**src/rtl/core/sorted_array_priority_queue_assert.svh**
```systemverilog
// assertion macros for the sorted array priority queue
`ifndef SORTED_ARRAY_PRIORITY_QUEUE_ASSERT_SVH
`define SORTED_ARRAY_PRIORITY_QUEUE_ASSERT_SVH

// condition must hold in the same cycle
`define SPQ_ASSERT_NOW(label, ante, cons) \
   label: assert property (@(posedge clock) disable iff (reset) (ante) |-> (cons)) \
      else $error("spq check failed");

// condition must hold in the next cycle
`define SPQ_ASSERT_NEXT(label, ante, cons) \
   label: assert property (@(posedge clock) disable iff (reset) (ante) |=> (cons)) \
      else $error("spq check failed");

`endif

```
**src/rtl/core/spq_pkg.sv**
```systemverilog
// types and constants shared by the priority queue cells and top level
package spq_pkg;

   localparam int SPQ_DEPTH   = 16;
   localparam int CAP_W       = 5;
   localparam int COUNT_OUT_W = 5;

   localparam logic KIND_INSERT = 1'b0;
   localparam logic KIND_REMOVE = 1'b1;

   localparam logic [1:0] STATUS_DONE  = 2'd0;
   localparam logic [1:0] STATUS_FULL  = 2'd1;
   localparam logic [1:0] STATUS_EMPTY = 2'd2;

   localparam logic [CAP_W-1:0] CAP_RESET = 5'd16;

   typedef struct packed {
      logic               kind;
      logic signed [15:0] new_priority;
      logic [15:0]        new_tag;
   } req_type;

   typedef struct packed {
      logic [1:0]             status;
      logic                   head_valid;
      logic signed [15:0]     head_priority;
      logic [15:0]            head_tag;
      logic [COUNT_OUT_W-1:0] entry_count;
      logic                   is_empty;
   } rsp_type;

   typedef struct packed {
      logic signed [15:0] prio;
      logic [15:0]        tag;
   } entry_type;

endpackage

```
**src/rtl/core/spq_cell.sv**
```systemverilog
// one slot of the sorted row: holds an entry and shifts with its neighbors
module spq_cell
   import spq_pkg::*;
(
   input  logic      clock,
   input  logic      update,
   input  req_type   req,
   input  logic      occupied,
   input  logic      left_ge,
   input  entry_type left_entry,
   input  entry_type right_entry,
   output logic      ge,
   output entry_type entry
);

   entry_type entry_ff;
   entry_type entry_in;

   // free slots count as greater so the insert point lands at the fill line
   assign ge = !occupied || (entry_ff.prio >= req.new_priority);

   always_comb begin
      entry_in = entry_ff;
      if (req.kind == KIND_REMOVE) begin
         entry_in = right_entry;
      end else if (left_ge) begin
         entry_in = left_entry;
      end else if (ge) begin
         entry_in.prio = req.new_priority;
         entry_in.tag  = req.new_tag;
      end
   end

   always_ff @(posedge clock) begin
      if (update) begin
         entry_ff <= entry_in;
      end
   end

   assign entry = entry_ff;

endmodule

```
**src/rtl/core/sorted_array_priority_queue.sv**
```systemverilog
// sorted array priority queue: a row of DEPTH cells kept in ascending priority order
// result: the result word is valid in the cycle after its request word is accepted
// throughput: one word per cycle unless a waiting result is stalled; each cell
// compares against its own entry and takes its neighbor's entry, so all cells update at once
// reset: entry count zero, capacity 16, result channel empty; slot contents stay
// undefined and are never read below the fill line, so no clearing pass is needed
module sorted_array_priority_queue
   import spq_pkg::*;
#(
   parameter int DEPTH = SPQ_DEPTH
) (
   input  logic             clock,
   input  logic             reset,
   input  logic             req_valid,
   output logic             req_stall,
   input  req_type          req_word,
   output logic             rsp_valid,
   input  logic             rsp_stall,
   output rsp_type          rsp_word,
   input  logic             csr_wr_en,
   input  logic [CAP_W-1:0] csr_wr_data
);

`include "sorted_array_priority_queue_assert.svh"

   localparam int CNT_W = $clog2(DEPTH + 1);
   localparam int CMP_W = (CNT_W > CAP_W) ? CNT_W : CAP_W;

   logic [CNT_W-1:0] count_ff;
   logic [CNT_W-1:0] count_in;
   logic [CAP_W-1:0] capacity_ff;
   logic [1:0]       status_ff;
   logic [1:0]       status_in;
   logic             rsp_valid_ff;

   logic      req_fire;
   logic      insert_ok;
   logic      remove_ok;
   logic      update;
   logic      ge_row    [DEPTH];
   entry_type entry_row [DEPTH];

   assign req_stall = rsp_valid_ff && rsp_stall;
   assign req_fire  = req_valid && !req_stall;
   assign insert_ok = (CMP_W'(count_ff) < CMP_W'(capacity_ff)) &&
                      (count_ff < CNT_W'(DEPTH));
   assign remove_ok = (count_ff != '0);
   assign update    = req_fire && ((req_word.kind == KIND_INSERT) ? insert_ok : remove_ok);

   genvar i;
   generate
      for (i = 0; i < DEPTH; i++) begin : g_cell
         logic      occ;
         logic      lge;
         entry_type lent;
         entry_type rent;

         assign occ = (count_ff > CNT_W'(i));
         if (i == 0) begin : g_first
            assign lge  = 1'b0;
            assign lent = entry_row[i];
         end else begin : g_mid
            assign lge  = ge_row[i-1];
            assign lent = entry_row[i-1];
         end
         if (i == DEPTH - 1) begin : g_last
            assign rent = entry_row[i];
         end else begin : g_inner
            assign rent = entry_row[i+1];
         end

         spq_cell u_cell (
            .clock       (clock),
            .update      (update),
            .req         (req_word),
            .occupied    (occ),
            .left_ge     (lge),
            .left_entry  (lent),
            .right_entry (rent),
            .ge          (ge_row[i]),
            .entry       (entry_row[i])
         );
      end
   endgenerate

   always_comb begin
      count_in  = count_ff;
      status_in = STATUS_DONE;
      if (req_word.kind == KIND_INSERT) begin
         if (insert_ok) begin
            count_in = count_ff + CNT_W'(1);
         end else begin
            status_in = STATUS_FULL;
         end
      end else begin
         if (remove_ok) begin
            count_in = count_ff - CNT_W'(1);
         end else begin
            status_in = STATUS_EMPTY;
         end
      end
   end

   always_ff @(posedge clock) begin
      if (reset) begin
         count_ff     <= '0;
         capacity_ff  <= CAP_RESET;
         rsp_valid_ff <= 1'b0;
      end else begin
         if (csr_wr_en) begin
            capacity_ff <= csr_wr_data;
         end
         if (req_fire) begin
            count_ff     <= count_in;
            rsp_valid_ff <= 1'b1;
         end else if (!rsp_stall) begin
            rsp_valid_ff <= 1'b0;
         end
      end
   end

   always_ff @(posedge clock) begin
      if (req_fire) begin
         status_ff <= status_in;
      end
   end

   // state is frozen while a result waits, so the word is read straight from the row
   always_comb begin
      rsp_word.status        = status_ff;
      rsp_word.head_valid    = (count_ff != '0);
      rsp_word.head_priority = (count_ff != '0) ? entry_row[0].prio : 16'sd0;
      rsp_word.head_tag      = (count_ff != '0) ? entry_row[0].tag : 16'd0;
      rsp_word.entry_count   = COUNT_OUT_W'(count_ff);
      rsp_word.is_empty      = (count_ff == '0);
   end

   assign rsp_valid = rsp_valid_ff;

   `SPQ_ASSERT_NOW(a_count_bound, 1'b1, count_ff <= CNT_W'(DEPTH))
   `SPQ_ASSERT_NOW(a_head_sorted, count_ff >= CNT_W'(2), entry_row[0].prio <= entry_row[1].prio)
   `SPQ_ASSERT_NEXT(a_drop_keeps, req_fire && req_word.kind == KIND_INSERT && !insert_ok, count_ff == $past(count_ff))
   `SPQ_ASSERT_NEXT(a_fire_gives_word, req_fire, rsp_valid && rsp_word.status == $past(status_in))

endmodule

```
**config.mk**
```make
export PLATFORM = sky130hd
export DESIGN_NAME = sorted_array_priority_queue
export DESIGN_NICKNAME = d
export VERILOG_FILES = /design/src/rtl/core/spq_pkg.sv /design/src/rtl/core/spq_cell.sv /design/src/rtl/core/sorted_array_priority_queue.sv
export VERILOG_INCLUDE_DIRS = /design/src /design/src/rtl/core
export SDC_FILE = /design/constraint.sdc
export NUM_CORES = 1
export LEC_CHECK = 0
export BUFFER_PORTS_ARGS = -buffer_cell sky130_fd_sc_hd__buf_2
export CORE_ASPECT_RATIO = 0.8
export CORE_MARGIN = 2
export CORE_UTILIZATION = 30
export DETAILED_ROUTE_END_ITERATION = 7
export SETUP_SLACK_MARGIN = 0.05
export SYNTH_ARGS = -nofsm -noshare
export SYNTH_HDL_FRONTEND = slang
export SYNTH_SLANG_ARGS = --single-unit
```
**constraint.sdc**
```tcl
create_clock -name clock -period 6.1 [get_ports clock]
set_input_delay 0.915 -clock clock [delete_from_list [all_inputs] [get_ports clock]]
set_output_delay 0.915 -clock clock [all_outputs]
set_load 0.01 [all_outputs]
```
# Yosys cells after proc, flatten, opt, wreduce, memory -nomap -nowiden
# Cells that the tools add are included.
dict set report word_totals {
  ff_bits 525
  wordCells 205
}
dict set report op_classes {
  n_addsub 2
  n_lt_le_gt_ge 34
  eq_ne 2
  mux 57
  bitwise 1
  reduce_logical 73
}
# cell count
set ops {}
lappend ops {{two-way mux 32 bit} 46}
lappend ops {{>= comparator 16 bit} 16}
lappend ops {{nonzero test 3 bit} 14}
lappend ops {{> comparator 5 x 4 -> 1 bit (second input constant)} 8}
lappend ops {{two-way mux 16 bit} 2}
lappend ops {{AND reduction 2 bit} 15}
lappend ops {{> comparator 5 x 3 -> 1 bit (second input constant)} 4}
lappend ops {{zero test 1 bit} 17}
lappend ops {{logical OR 1 bit} 16}
lappend ops {{two-way mux 5 bit} 3}
lappend ops {{> comparator 5 x 1 -> 1 bit (second input constant)} 2}
lappend ops {{> comparator 5 x 2 -> 1 bit (second input constant)} 2}
lappend ops {{AND reduction 3 bit} 2}
lappend ops {{nonzero test 2 bit} 3}
lappend ops {{adder 5 x 1 -> 5 bit (second input constant)} 1}
lappend ops {{zero test 5 bit} 1}
lappend ops {{less-than comparator 5 bit} 1}
lappend ops {{less-than comparator 5 bit (second input constant)} 1}
lappend ops {{nonzero test 5 bit} 1}
lappend ops {{subtractor 5 x 1 -> 5 bit (second input constant)} 1}
lappend ops {{logical AND 1 bit} 4}
lappend ops {{two-way mux 1 bit} 4}
lappend ops {{two-way mux 2 bit} 2}
lappend ops {{inequality test 2 x 1 -> 1 bit (second input constant)} 2}
lappend ops {{inverter 1 bit} 1}

# Longest topological paths before layout
# Gate-level depths: netlist of the first run.
dict set report logic_depth {
  depth_word 6
  mapped_depth 12
  ltp_nobuf 9
}

# Hierarchy
# A second synthesis of the first run with hierarchy kept.
dict set report unflattened {
  cells_unflattened 3332
  area_unflattened_um2 34043.9
}
# mod n_inst cells_per_inst area_per_inst_um2 seq_area_each_um2
set modules_own_cells {}
lappend modules_own_cells {{spq_cell at g_cell[0].u_cell ...} 13 199 2052.0 960.9}
lappend modules_own_cells {{spq_cell at g_cell[7].u_cell ...} 3 198 2073.2 960.9}
lappend modules_own_cells {sorted_array_priority_queue 1 151 1148.6 280.3}

# Least setup slack after synthesis of the first run
# No wires, ideal clock.
dict set report synth_path {
  path_type {input -> register}
  from {input port req_word[23] (netlist bit)}
  to {register g_cell[7].u_cell.entry_ff (netlist bit g_cell[7].u_cell.entry[0]), enable pin}
  setup_ns 0.432
  arrival_ns 5.010
  slack_ns 0.658
  stages 11
  cell_sequence {clkbuf_1 > inv_1 > ha_1 > a21oi_1 > o21ai_0 > a211o_1 > a211oi_1 > mux2i_1 > buf_4 > nor2_1 > a21oi_1}
}
dict set report synth_via {
  elab_chain_cells 4
  word_cells_on_any_way 6
}
# item line
set synth_rtl {}
lappend synth_rtl {{start, declared} sorted_array_priority_queue.sv:16} ;# input req_type req_word,
lappend synth_rtl {{>= comparator 16 bit} spq_cell.sv:20} ;# assign ge = !occupied || (entry_ff.prio >= req.new_priority);
lappend synth_rtl {{logical OR 1 bit} spq_cell.sv:20}
lappend synth_rtl {{nonzero test 3 bit (no line) (*)} n/a}
lappend synth_rtl {{AND reduction 2 bit (no line) (*)} n/a}
lappend synth_rtl {{end signal, assigned} spq_cell.sv:36} ;# entry_ff <= entry_in;
lappend synth_rtl {{end, declared} spq_cell.sv:16} ;# entry_type entry_ff;
# Every way passes the cells marked *; elsewhere a longest branch is shown, timed or not.
# A chain may end at the register's enable or synchronous reset.

==> results of run 1 <==
registers in the layout (all words and copies together) (netlist names):
signal / cells
g_cell.u_cell.entry: 512
capacity_ff: 5
count_ff: 5
status_ff: 2
rsp_valid: 1
per-stage QoR:
| step | util, % | setup WS [ns] | hold WS [ns] |
|---|---|---|---|
| floorplan | - | 0.658 | 0.460 |
| global placement | 32.2 | 1.03 | 0.479 |
| detailed placement | 32.2 | 1.01 | 0.488 |
| CTS | 33.7 | 1.67 | 0.487 |
| global route | 33.7 | 1.38 | 0.509 |
| finish | 33.7 | 1.57 | 0.500 |
routing by layer:
layer / routed length [um] / share of wire (%)
met4: 2380 / 2.3
met2: 41700 / 41
met1: 48200 / 48
met3: 9200 / 9.1
met5: 13 / 0.013
logic make-up after synthesis:
logic type / Yosys count / share of synthesized area (%)
multiplexers: 286 / 9.01
flip-flops: 525 / 48.3
AO/OA/AOI/OAI: 722 / 15.3
buffers and inverters: 314 / 4.11
adder cells (fa/ha/maj): 265 / 10.2
AND/OR/NAND/NOR: 798 / 13.0
XOR/XNOR: 2 / 0.0540
where the power goes:
group	leakage (nW)	total (mW)	internal [mW]	switching [mW]
sequential	5.01	7.36	6.19	1.17
clock	0.772	3.18	1.69	1.49
combinational	8.73	7.32	2.88	4.44
path summary, 6_finish.rpt:
kind	depth (start not counted)	startpoint	endpoint
max reg2reg	7	count_ff[0]	g_cell[14].u_cell.entry[13]
max	11	req_word[29]	g_cell[9].u_cell.entry[21]
min reg2reg	2	capacity_ff[1]	capacity_ff[1]
min	2	capacity_ff[1]	capacity_ff[1]
placed cells by master (no fill, tap or decap), types with 5 or more instances in the layout:
cell type | netlist | routed
buf_2 | 36 | 84
or4_1 | 9 | 9
diode_2 | 0 | 6
o21a_1 | 5 | 5
ha_1 | 265 | 265
a31oi_1 | 8 | 7
clkbuf_1 | 170 | 11
nand4_1 | 42 | 42
nor3_1 | 9 | 8
nand3_1 | 40 | 39
a221o_1 | 191 | 191
o211ai_1 | 33 | 33
nand2_1 | 322 | 321
clkinv_1 | 1 | 10
o21ai_1 | 34 | 34
o21ai_0 | 228 | 228
nor2b_1 | 37 | 37
mux2i_1 | 249 | 246
buf_12 | 3 | 9
buf_4 | 8 | 52
dfxtp_1 | 11 | 11
a21oi_1 | 132 | 119
and4_1 | 11 | 11
inv_1 | 72 | 72
and2_1 | 34 | 33
a211oi_1 | 10 | 10
clkinv_2 | 0 | 9
nor3b_1 | 187 | 187
nor2_1 | 79 | 77
nor4_1 | 8 | 8
and3_1 | 7 | 7
edfxtp_1 | 514 | 514
mux2_2 | 35 | 35
clkbuf_16 | 0 | 52
a21o_1 | 42 | 42
a21oi_4 | 0 | 13
final cells by class:
cell class / instances / area [um2] / area share (%)
Antenna cell: 6 / 15.0 / 0.0417
Clock buffer: 63 / 1340 / 3.73
Clock inverter: 25 / 231 / 0.644
Inverter: 73 / 274 / 0.762
Multi-Input combinational cell: 2073 / 15700 / 43.6
Sequential cell: 525 / 15700 / 43.5
Tap cell: 1417 / 1770 / 4.93
Timing Repair Buffer: 146 / 1010 / 2.80
critical path, delay by kind of cell:
family          cells  cell delay, ns
simple gates        5            1.52
compound gates      2            0.75
fa+ha+maj           1            0.45
buf+inv             3            1.23
==> flow_summary.yaml, run 1 <==
global_routing:
  grt_pass1_wl_um: 149000
  first_global_vias: 22700
  use_met3_pct: 4.34
  grt_util_met1_pct: 26.8
  antenna_found_initial: 11
  overflow: 0
  grt_max_degree: 209
  grt_use_met2_pct: 24.8
  grtUsageTotal_pct: 17.8
  gr-max-usage-layer: "met1"
final_layout:
  nets: 3178
  layout-drive-gt1-share_pct: 9.78
  final_cells: 4328
  post-route-cell-area_um2: 36000
  fillers: 10700
  area_delta_synth_final_pct: 11.0
yosys:
  yosysTopAreaCell: "edfxtp_1"
  ys.flop_type: "edfxtp_1"
  synth_area_um2: 32400
  synth_commonest_cells: "edfxtp_1 (514), nand2_1 (322), ha_1 (265)"
  avgSynthCellArea_um2: 11.1
  synth-edff-count: 514
  synth_nets: 3220
  synth.distinct_cells: 70
  synth_seq_cells: 525
  yosys-top-cells-area: "edfxtp_1 (48%), ha_1 (10%), mux2i_1 (7.7%)"
  yosysWarnings: 0
  yosys.area.top_type_share_pct: 47.6
  ys_seq_area_share_pct: 48.3
  yosysMostFrequentCell: "edfxtp_1"
  async_flop_share_pct: 0
  syn_inst: 2912
floorplanning:
  die_area_um2: 111000
  ios: 86
  start_util_pct: 30.3
  die_w_um: 372
  core_um2: 107000
  rows: 107
  die_y_um: 298
clock_network:
  clk_pin_slew_ns: 0.07
  clock_path_buffers: 3
  cts_buffers: 51
  htree_levels: 2
  ctsResizeCount: 0
  cts.sink_count: 525
  holdBufCountCts: 0
  postCtsSetupBuffers: 0
  clockRootBuffer: "clkbuf_16"
  cts_tree: "built"
  clock_latency_ns: 0.63
critical_path:
  cpPeakStageDelay_ns: 0.68
  reg2reg_slack_ns: 2.10
  crit_chain: "buf_2 -> inv_1 -> ha_1 -> nand3_1 -> nor4_1 -> a21boi_0 -> nor3_1 -> nor3_2 -> buf_4 -> nor3b_1 -> a221o_1"
  crit_arrival_ns: 4.90
  cp.required_ns: 6.47
  crit_fanout: 28
  worstSetupEndpointType: "register"
  crit_path_top_delay_cell: "nor3_2"
  start_kind: "input port"
  worstSetupPathType: "input port to register"
route:
  drc_errors: 0
  antenna_left: 0
  drtIter0Drc: 2596
  dr.pass1.iters: 6
  finalWirelength_um: 102000
  wl_per_cell_um: 23.5
  avgViaCountPerCell: 5.59
  vias: 24200
place:
  dpl.hpwl_um: 68800
  place_congestion: 0.896
  placed_cells: 4234
  portBuffers: 85
  place_area_um2: 34400
pwr:
  power.leakage_nw: 14.5
  power_mw: 17.9
  power_density_nw_per_um2: 497
  peakVddDrop_mv: 0.413
sta:
  rsz0062_at_grt: "false"
  clock_skew_ns: 0.0190
  finalCriticalPeriod_ns: 4.53
  relSlewSlack_pct: 20.6
  fmax_ghz: 0.221
  tns_ns: 0
  drv_slew: 0
  setup_viol: 0
  hold_viol: 0
  tightest_slew_ns: 1.19
  period_share_pct: 74.2
run:
  drv_cap: 0
run_status:
  status: "finished, final reports clean"
worst_hold_path:
  hp-class: "register to register"
No activity file was read; power rests on OpenSTA's default activity.
==> run 2: changes to the inputs <==
--- a/config.mk
+++ b/config.mk
@@ -6,6 +6,7 @@
 export SDC_FILE = /design/constraint.sdc
 export NUM_CORES = 1
 export LEC_CHECK = 0
+export ABC_AREA = 1
 export BUFFER_PORTS_ARGS = -buffer_cell sky130_fd_sc_hd__buf_2
 export CORE_ASPECT_RATIO = 0.8
 export CORE_MARGIN = 2
==> constraint.sdc (replaced) <==
create_clock -name clock -period 4.45 [get_ports clock]
set_input_delay 0.6675 -clock clock [delete_from_list [all_inputs] [get_ports clock]]
set_output_delay 0.6675 -clock clock [all_outputs]
set_load 0.01 [all_outputs]
==> run 2 against run 1 <==
Net effect: utilization rose by 0.087 points; sequential cell count did not move; first-iteration DRC count rose by 65%; hold slack worse by 0.25 ns; register-to-register slack lost 0.89 ns; via count grew 41%; synthesized cell count is 68% higher; clock power is 56% higher; critical endpoint is now rsp_word[35].
==> flow_summary.yaml, run 2 <==
run_status:
  status: "finished, final reports clean"
clock_network:
  ctsResizeCount: 0
  clockRootBuffer: "clkbuf_16"
  cts_tree: "built"
  clock_path_buffers: 3
  cts.sink_count: 525
  holdBufCountCts: 0
  cts_buffers: 58
  htree_levels: 2
  clock_latency_ns: 0.65
  postCtsSetupBuffers: 0
  clk_pin_slew_ns: 0.06
sta:
  clock_skew_ns: 0.0319
  setup_viol: 0
  relSlewSlack_pct: 18.2
  hold_viol: 0
  tightest_slew_ns: 1.23
  drv_slew: 0
  fmax_ghz: 0.283
  worst_hold_slack_ns: 0.249
  tns_ns: 0
  finalCriticalPeriod_ns: 3.53
  period_share_pct: 79.4
  rsz0062_at_grt: "false"
final_layout:
  area_delta_synth_final_pct: 11.1
  largest_reg_flops: 512
  final_common_cell: "nand2_1"
  layout-drive-gt1-share_pct: 6.65
  nets: 5133
  layout_common_cells: "nand2_1 (1803), inv_1 (625), edfxtp_1 (514)"
  post-route-cell-area_um2: 40900
yosys:
  yosysTopAreaCell: "edfxtp_1"
  synth_area_um2: 36800
  synth.distinct_cells: 39
  yosysMostFrequentCell: "nand2_1"
  ys_seq_area_share_pct: 42.5
  ys.flop_type: "edfxtp_1"
  synth_seq_cells: 525
  yosysWarnings: 0
  yosys.area.top_type_share_pct: 41.9
  avgSynthCellArea_um2: 7.53
  synth-edff-count: 514
  yosys-top-cells-area: "edfxtp_1 (42%), nand2_1 (18%), ha_1 (9.0%)"
  syn_inst: 4890
  synth_commonest_cells: "nand2_1 (1803), inv_1 (625), edfxtp_1 (514)"
  synth_nets: 5198
  async_flop_share_pct: 0
critical_path:
  crit_fanout: 33
  path_buf_inv: 5
  worstSetupEndpointType: "output port"
  crit_arrival_ns: 2.87
  cpLargestDelayFamily: "buffers and inverters"
  cp.required_ns: 3.78
  worstSetupPathType: "register to output port"
  crit_path_top_delay_cell: "dfxtp_1"
  rr_startpoint: "count_ff[2]"
  start_kind: "register"
  cpPeakStageDelay_ns: 0.52
  crit_chain: "inv_1 -> ha_1 -> nand2_1 -> nor2_2 -> inv_2 -> buf_4 -> nand2_1 -> inv_1 -> buf_2"
  reg2reg_slack_ns: 1.21
  rr_endpoint: "g_cell[8].u_cell.entry[4]"
  ff2ff_path_depth: 12
pwr:
  power_mw: 23.9
  combinationalPowerShare_pct: 40.7
  p_clk_share_pct: 20.8
  power_density_nw_per_um2: 584
  p_sw_share_pct: 43.4
  p_seq_share_pct: 38.5
  power.leakage_nw: 20.2
  p_sw_mw: 10.4
  p_int_mw: 13.5
  peakVddDrop_mv: 0.389
route:
  avgViaCountPerCell: 5.25
  vias: 34100
  drc_errors: 0
  finalWirelength_um: 125000
  drtIter0Drc: 4289
  antenna_left: 0
  wl_per_cell_um: 19.3
  dr.pass1.iters: 8
place:
  place_area_um2: 39100
  dpl.hpwl_um: 87600
  portBuffers: 85
  place_congestion: 0.883
global_routing:
  grt_pass1_wl_um: 195000
  overflow: 0
  grt_max_degree: 167
  antenna_found_initial: 2
  first_global_vias: 31800
  grtUsageTotal_pct: 19.5
floorplanning:
  core_um2: 121000
  rows: 114
  die_area_um2: 126000
  die_y_um: 317
  start_util_pct: 30.4
  ios: 86
  die_w_um: 396
worst_hold_path:
  hp-class: "input port to register"
  hold_depth: 3
  hold_end: "capacity_ff[4]"
  min-delay-start: "csr_wr_data[4]"
run:
  drv_cap: 0
run 2: layout make-up:
| type | count | area [um2] |
|---|---|---|
| Sequential cell | 525 | 15700 |
| Fill cell | 12900 | 80300 |
| Clock inverter | 37 | 322 |
| Inverter | 647 | 2440 |
| Clock buffer | 68 | 1530 |
| Tap cell | 1624 | 2030 |
| Multi-Input combinational cell | 3395 | 17400 |
| Antenna cell | 1 | 2.50 |
| Timing Repair Buffer | 198 | 1520 |
run 2: worst max-delay path by stage:
stage          slack, ns                     endpoint  depth (start not counted)    startpoint
5_1_grt             0.75  g_cell[13].u_cell.entry[22]                         15  req_word[21]
6_report            0.92                 rsp_word[35]                          9   count_ff[0]
2_1_floorplan       0.05   g_cell[14].u_cell.entry[0]                         13  req_word[29]
3_5_place_dp        0.42   g_cell[13].u_cell.entry[6]                         15  req_word[21]
3_3_place_gp        0.41   g_cell[13].u_cell.entry[6]                         15  req_word[21]
4_1_cts             0.88                 rsp_word[35]                          9   count_ff[0]
run 2: cells by family (layout without fill, tap and decap cells):
family | count (synthesis) | in the layout | share of synthesized area (%)
AND/OR/NAND/NOR | 2896 | 2896 | 34.7
XOR/XNOR | 1 | 1 | 0.0238
buffers and inverters | 970 | 950 | 10.3
adder cells (fa/ha/maj) | 265 | 265 | 9.00
other | 0 | 1 | 0
flip-flops | 525 | 525 | 42.5
AO/OA/AOI/OAI | 233 | 233 | 3.50
run 2: per-layer routing:
metal	track usage, %	wire length, um
met1	29.9	59600
met2	28.4	51800
met3	2.89	11300
met4	4.68	2570
met5	0	0
run 2: power groups by stage:
| stage | Clock, mW | Sequential [mW] | Combinational, mW |
|---|---|---|---|
| floorplan | 0 | 8.60 | 6.79 |
| CTS | 5.04 | 9.16 | 9.59 |
| finish | 4.97 | 9.20 | 9.73 |
| global route | 5.21 | 9.34 | 10.9 |
| global placement | 0 | 9.25 | 9.32 |
| detailed placement | 0 | 9.25 | 9.55 |
run 2: worst reg2reg max path, delay by kind of cell, from the launching register on:
kind            cells  cell delay [ns]
flops               1             0.70
buf+inv             3             0.54
simple gates        6             1.00
compound gates      2             0.32
fa+ha+maj           1             0.35
run 2: per-stage QoR:
step           cells  setup WS [ns]  utilization (%)
5_1_grt         6494          0.745             33.8
3_3_place_gp    6389          0.411             32.2
4_1_cts         6494          0.882             33.8
6_report        6495          0.915             33.8
3_5_place_dp    6389          0.421             32.2
2_1_floorplan   4890         0.0516                -
